**src/hdl/rhh_pkg.sv**
```systemverilog
// Shared types and codes for the Robin Hood hash table.
// No dependencies.
`timescale 1ns / 1ps

package rhh_pkg;

    localparam logic [1:0] OP_GET  = 2'd0;
    localparam logic [1:0] OP_PUT  = 2'd1;
    localparam logic [1:0] OP_DEL  = 2'd2;
    localparam logic [1:0] OP_NONE = 2'd3;

    localparam logic [2:0] STATUS_FOUND       = 3'd0;
    localparam logic [2:0] STATUS_INSERTED    = 3'd1;
    localparam logic [2:0] STATUS_NOT_FOUND   = 3'd2;
    localparam logic [2:0] STATUS_DELETED     = 3'd3;
    localparam logic [2:0] STATUS_LOAD_FULL   = 3'd4;
    localparam logic [2:0] STATUS_PROBE_LIMIT = 3'd5;

    localparam logic [1:0] MARK_EMPTY = 2'd0;
    localparam logic [1:0] MARK_USED  = 2'd1;
    localparam logic [1:0] MARK_TOMB  = 2'd2;

    localparam logic REG_LOAD_LIMIT  = 1'b0;
    localparam logic REG_PROBE_LIMIT = 1'b1;

    localparam logic [16:0] LOAD_LIMIT_RESET  = 17'd768;
    localparam logic [7:0]  PROBE_LIMIT_RESET = 8'd128;

    localparam logic [63:0] MIX_C1 = 64'hff51afd7ed558ccd;
    localparam logic [63:0] MIX_C2 = 64'hc4ceb9fe1a85ec53;
    localparam int MIX_SHIFT = 33;

    typedef enum logic [2:0] {
        S_CLEAR,
        S_IDLE,
        S_HASH,
        S_FIND_RD,
        S_FIND_CMP,
        S_INS_RD,
        S_INS_CMP
    } state_t;

    typedef enum logic [1:0] {
        H_IDLE,
        H_MUL,
        H_MOD
    } hash_state_t;

endpackage

```
**src/hdl/rhh_hash.sv**
```systemverilog
// Iterative murmur finalizer and home-slot reduction on one 32x32 multiplier.
// Depends on rhh_pkg.
`timescale 1ns / 1ps

module rhh_hash #(
    parameter int SLOTS = 1024,
    parameter int IDX_W = 10
) (
    input  logic             clk,
    input  logic             rst_n,
    input  logic             start,
    input  logic [63:0]      key,
    output logic             done,
    output logic [IDX_W-1:0] home
);
    import rhh_pkg::*;

    localparam bit POW2 = (SLOTS & (SLOTS - 1)) == 0;
    localparam logic [63:0] TWO32  = 64'h1_0000_0000;
    localparam logic [31:0] FOLD_K = 32'(TWO32 % 64'(SLOTS));
    localparam logic [31:0] RECIP  = 32'(TWO32 / 64'(SLOTS));
    localparam logic [31:0] DIVR   = 32'(SLOTS);
    localparam logic [5:0]  STEP_RECIP = 6'd4;
    localparam logic [5:0]  STEP_BACK  = 6'd5;
    localparam logic [5:0]  STEP_LAST  = 6'd6;

    hash_state_t state_reg, state_next;
    logic [63:0] x_reg, x_next;
    logic [63:0] acc_reg, acc_next;
    logic [1:0]  ph_reg, ph_next;
    logic        rnd_reg, rnd_next;
    logic [5:0]  cnt_reg, cnt_next;
    logic        done_reg, done_next;
    logic [IDX_W-1:0] home_reg, home_next;

    logic [63:0] cst;
    logic [31:0] mul_a, mul_b;
    logic [63:0] prod, sum, mixed;
    logic [31:0] red;
    logic        last_mul;

    assign cst   = rnd_reg ? MIX_C2 : MIX_C1;
    assign prod  = mul_a * mul_b;
    assign sum   = (ph_reg == 2'd0) ? prod : acc_reg + {prod[31:0], 32'd0};
    assign mixed = sum ^ (sum >> MIX_SHIFT);
    assign last_mul = (ph_reg == 2'd2) && rnd_reg;
    assign red   = (x_reg[31:0] >= DIVR) ? x_reg[31:0] - DIVR : x_reg[31:0];

    always_comb
    begin
        if (state_reg == H_MOD)
        begin
            priority if (cnt_reg < STEP_RECIP)
            begin
                mul_a = x_reg[63:32];
                mul_b = FOLD_K;
            end
            else if (cnt_reg == STEP_RECIP)
            begin
                mul_a = x_reg[31:0];
                mul_b = RECIP;
            end
            else
            begin
                mul_a = acc_reg[63:32];
                mul_b = DIVR;
            end
        end
        else
        begin
            mul_a = (ph_reg == 2'd1) ? x_reg[63:32] : x_reg[31:0];
            mul_b = (ph_reg == 2'd2) ? cst[63:32] : cst[31:0];
        end
    end

    always_comb
    begin
        state_next = state_reg;
        unique case (state_reg)
            H_IDLE:  if (start) state_next = H_MUL;
            H_MUL:   if (last_mul) state_next = POW2 ? H_IDLE : H_MOD;
            H_MOD:   if (cnt_reg == STEP_LAST) state_next = H_IDLE;
            default: state_next = H_IDLE;
        endcase
    end

    always_comb
    begin
        x_next    = x_reg;
        acc_next  = acc_reg;
        ph_next   = ph_reg;
        rnd_next  = rnd_reg;
        cnt_next  = cnt_reg;
        done_next = 1'b0;
        home_next = home_reg;
        unique case (state_reg)
            H_IDLE:
            begin
                if (start)
                begin
                    x_next   = key ^ (key >> MIX_SHIFT);
                    ph_next  = 2'd0;
                    rnd_next = 1'b0;
                end
            end
            H_MUL:
            begin
                acc_next = sum;
                if (ph_reg == 2'd2)
                begin
                    x_next   = mixed;
                    ph_next  = 2'd0;
                    rnd_next = 1'b1;
                    if (rnd_reg)
                    begin
                        cnt_next = 6'd0;
                        if (POW2)
                        begin
                            done_next = 1'b1;
                            home_next = mixed[IDX_W-1:0];
                        end
                    end
                end
                else
                begin
                    ph_next = ph_reg + 2'd1;
                end
            end
            H_MOD:
            begin
                // four folds of the upper word by 2^32 mod SLOTS, then a
                // reciprocal quotient, back-multiply and one corrective subtract
                cnt_next = cnt_reg + 6'd1;
                priority if (cnt_reg < STEP_RECIP)
                begin
                    x_next = prod + {32'd0, x_reg[31:0]};
                end
                else if (cnt_reg == STEP_RECIP)
                begin
                    acc_next = prod;
                end
                else if (cnt_reg == STEP_BACK)
                begin
                    x_next = {32'd0, x_reg[31:0] - prod[31:0]};
                end
                else
                begin
                    done_next = 1'b1;
                    home_next = red[IDX_W-1:0];
                end
            end
            default: ;
        endcase
    end

    always_ff @(posedge clk or negedge rst_n)
    begin
        if (!rst_n)
        begin
            state_reg <= H_IDLE;
            ph_reg    <= 2'd0;
            rnd_reg   <= 1'b0;
            cnt_reg   <= 6'd0;
            done_reg  <= 1'b0;
        end
        else
        begin
            state_reg <= state_next;
            ph_reg    <= ph_next;
            rnd_reg   <= rnd_next;
            cnt_reg   <= cnt_next;
            done_reg  <= done_next;
        end
    end

    always_ff @(posedge clk)
    begin
        x_reg    <= x_next;
        acc_reg  <= acc_next;
        home_reg <= home_next;
    end

    assign done = done_reg;
    assign home = home_reg;

endmodule

```
**config.mk**
```make
export PLATFORM = sky130hd
export DESIGN_NAME = rhh_hash
export DESIGN_NICKNAME = d
export VERILOG_FILES = /design/src/hdl/rhh_pkg.sv /design/src/hdl/rhh_hash.sv
export SDC_FILE = /design/constraint.sdc
export NUM_CORES = 2
export LEC_CHECK = 0
export BUFFER_PORTS_ARGS = -buffer_cell sky130_fd_sc_hd__buf_2
export CELL_PAD_IN_SITES_DETAIL_PLACEMENT = 1
export CELL_PAD_IN_SITES_GLOBAL_PLACEMENT = 2
export CORE_MARGIN = 2
export CORE_UTILIZATION = 44
export CTS_CLUSTER_DIAMETER = 80
export CTS_CLUSTER_SIZE = 40
export DETAILED_ROUTE_END_ITERATION = 10
export PLACE_DENSITY_LB_ADDON = 0.08
export SETUP_SLACK_MARGIN = 0.5
export SYNTH_ARGS = -nofsm -noshare
export SYNTH_HDL_FRONTEND = slang
export SYNTH_SLANG_ARGS = --single-unit
```
**constraint.sdc**
```tcl
create_clock -name clk -period 12.3 [get_ports clk]
set_input_delay 2.46 -clock clk [delete_from_list [all_inputs] [get_ports clk]]
set_output_delay 2.46 -clock clk [all_outputs]
set_load 0.03 [all_outputs]
```
==> results.cfg <==
[route]
wl_um = 149000
drc = 0
drtIter0Drc = 1959
drt-wirelength-per-cell_um = 28.98
dr.pass1.iters = 5
vias_per_cell = 5.452
num_vias = 28040
ant_nets = 0

[floorplan]
die_area_mm2 = 0.08970
die_x_um = 299.5
die-height_um = 299.5
fp-row-count = 108
start_util = 0.4435
ios = 78
coreArea_mm2 = 0.08662

[finish]
area_delta_synth_final_pct = 6.614
fin_nets = 5229
n_fill_cell = 9798
drive_gt1_frac = 0.06949

[worst_hold_path]
holdPathStages = 2
hold_path_class = reg2reg

[timing]
rsz0062_at_grt = no
min_period_ns = 11.18
finalSetupTns_ns = 0
tightest_slew_ns = 1.060
final-setup-viol-count = 0
final_hold_viol_count = 0
max_clock_freq_mhz = 89.44
slew_viol_final = 0
relSlewSlack = 0.2936
finClkSkew_ns = 0.01748
fin_crit_sh = 0.9090

[yosys]
synthTopCellsByArea = fa_1 (45%), edfxtp_1 (11%), ha_1 (11%), inv_1 (10%), nand2_1 (3.3%)
yosys_warnings = 0
synth-xor-area-share = 0.03159
yosys-top-cells-count = inv_1 (1023), fa_1 (862), nand2_1 (333)
synth_top_family_by_area = adder cells
async_reset_ff_frac = 0.03497
yosys.area_share.simple = 0.09337
yosysMostFrequentCell = inv_1
synthCells = 3928
netlist_area_mm2 = 0.03842
synth.area.mux_share = 0.02136
yosys.area_share.adder = 0.5557
yosysUniqueCellTypes = 97
synth_compound_area_frac = 0.07556
yosysTopAreaCellShare = 0.4492
synth_ff_type = edfxtp_1
syn_area_per_cell_um2 = 9.781
synth_edf_count = 138
synth_top_cell_by_area = fa_1
synth_seq_cells = 143
syn-num-nets = 5184
ys_seq_area_frac = 0.1111

[critical_path]
arrival_ns = 11.40
cpMaxStageDelayCell = mux2i_2
crit_path_start_kind = register
critPathMaxFanout = 8
criticalPathCategory = reg2reg
rr_worst_depth = 34
end_kind = register
slowest_delay_ns = 0.66
cp.required_ns = 12.52

[clock_tree]
clock_latency_ns = 0.47
cts_made_buffers = 17
cts-root-buf = clkbuf_16
clkTransAtPathRegs_ns = 0.07
cts_hold_buf = 0
htreeDepth = 4
cts_tree = built
cts.sinks = 143
cts_setup_buffers = 0
cts_buffer_depth = 2

[global_route]
grt_max_degree = 75
antenna_found_initial = 3
grtUsageTotal = 0.3454
grt_pass1_wl_um = 220800
first_global_vias = 31130
grt-ovfl-total = 0

[run]
maxCapViolations = 0

[placement]
gp_congestion = 0.9579
port_buffers = 77
dp_hpwl_um = 133200

[run_status]
outcome = completed
==> layer usage <==
metal	global-route usage	wire length, um	part of all wire	up-vias
met5	0	21	0.00014	-
met4	0.1443	7814	0.052	4
met3	0.03892	6399	0.043	239
met2	0.5674	70950	0.48	806
met1	0.4668	63840	0.43	14860
li1	-	-	-	12130
==> path summary, 6_finish.rpt <==
path / startpoint / end / slack [ns]
setup / recovery: ph_reg[0] / x_reg[29] / 1.12
hold / removal: acc_reg[5] / acc_reg[5] / 0.57
setup reg to reg: ph_reg[0] / x_reg[29] / 1.12
hold reg to reg: acc_reg[5] / acc_reg[5] / 0.57
max in group asynchronous: rst_n / state_reg[0] / 10.26
min in group asynchronous: rst_n / ph_reg[1] / 1.82
==> layout make-up <==
type / instances / area, um2 / share of cell area
clock buffer: 17 / 425.4 / 0.01039
inverter: 1026 / 3851 / 0.09402
tap: 1155 / 1445 / 0.03528
sequential: 143 / 4274 / 0.1043
antenna: 2 / 5.005 / 0.0001222
clock inverter: 15 / 190.2 / 0.004643
multi-input combinational: 2656 / 29990 / 0.7323
timing repair buffer: 129 / 775.7 / 0.01894
==> worst max-delay path: cells and delay by family (launching register included) <==
kind | cells | cell delay [ns]
AO/OA/AOI/OAI | 10 | 2.21
XOR/XNOR | 1 | 0.41
adder cells (fa/ha/maj) | 10 | 5.02
buffers and inverters | 8 | 0.47
flip-flops | 1 | 0.51
multiplexers | 2 | 0.88
AND/OR/NAND/NOR | 3 | 1.46
==> cell families after synthesis <==
group,count (synthesis)
AND/OR/NAND/NOR,817
XOR/XNOR,137
other,1
buffers and inverters,1129
multiplexers,77
AO/OA/AOI/OAI,435
adder cells (fa/ha/maj),1189
flip-flops,143
==> cells in the final DEF, fill, tap and decap left out, types with 66 or more instances in the layout <==
master / netlist / final
inv_1: 1023 / 1021
fa_1: 862 / 862
nand2_1: 333 / 331
ha_1: 327 / 327
nor2_1: 276 / 272
edfxtp_1: 138 / 138
a21oi_1: 134 / 134
buf_2: 2 / 77
xnor2_1: 73 / 71
o21ai_0: 66 / 66
==> stage by stage <==
step	hold slack, ns	area, um2	instances	util	worst slack [ns]
floorplan	0.4974	38420	3928	-	2.085
global placement	0.5429	40260	5109	0.4648	0.6401
detailed placement	0.5575	40260	5109	0.4648	0.4942
CTS	0.5762	40880	5141	0.4720	0.5297
global route	0.5986	40960	5141	0.4728	0.5314
finish	0.5701	40960	5143	0.4729	1.120
==> repair_timing <==
item	in CTS	in global routing
gates resized for setup	1	13
endpoints found under the setup margin	1	9
pin swaps	0	0
cloned	0	0
Power is left out: the tool's default activity adds up to more than one toggle a clock period on the data nets, which glitch-free logic cannot reach.
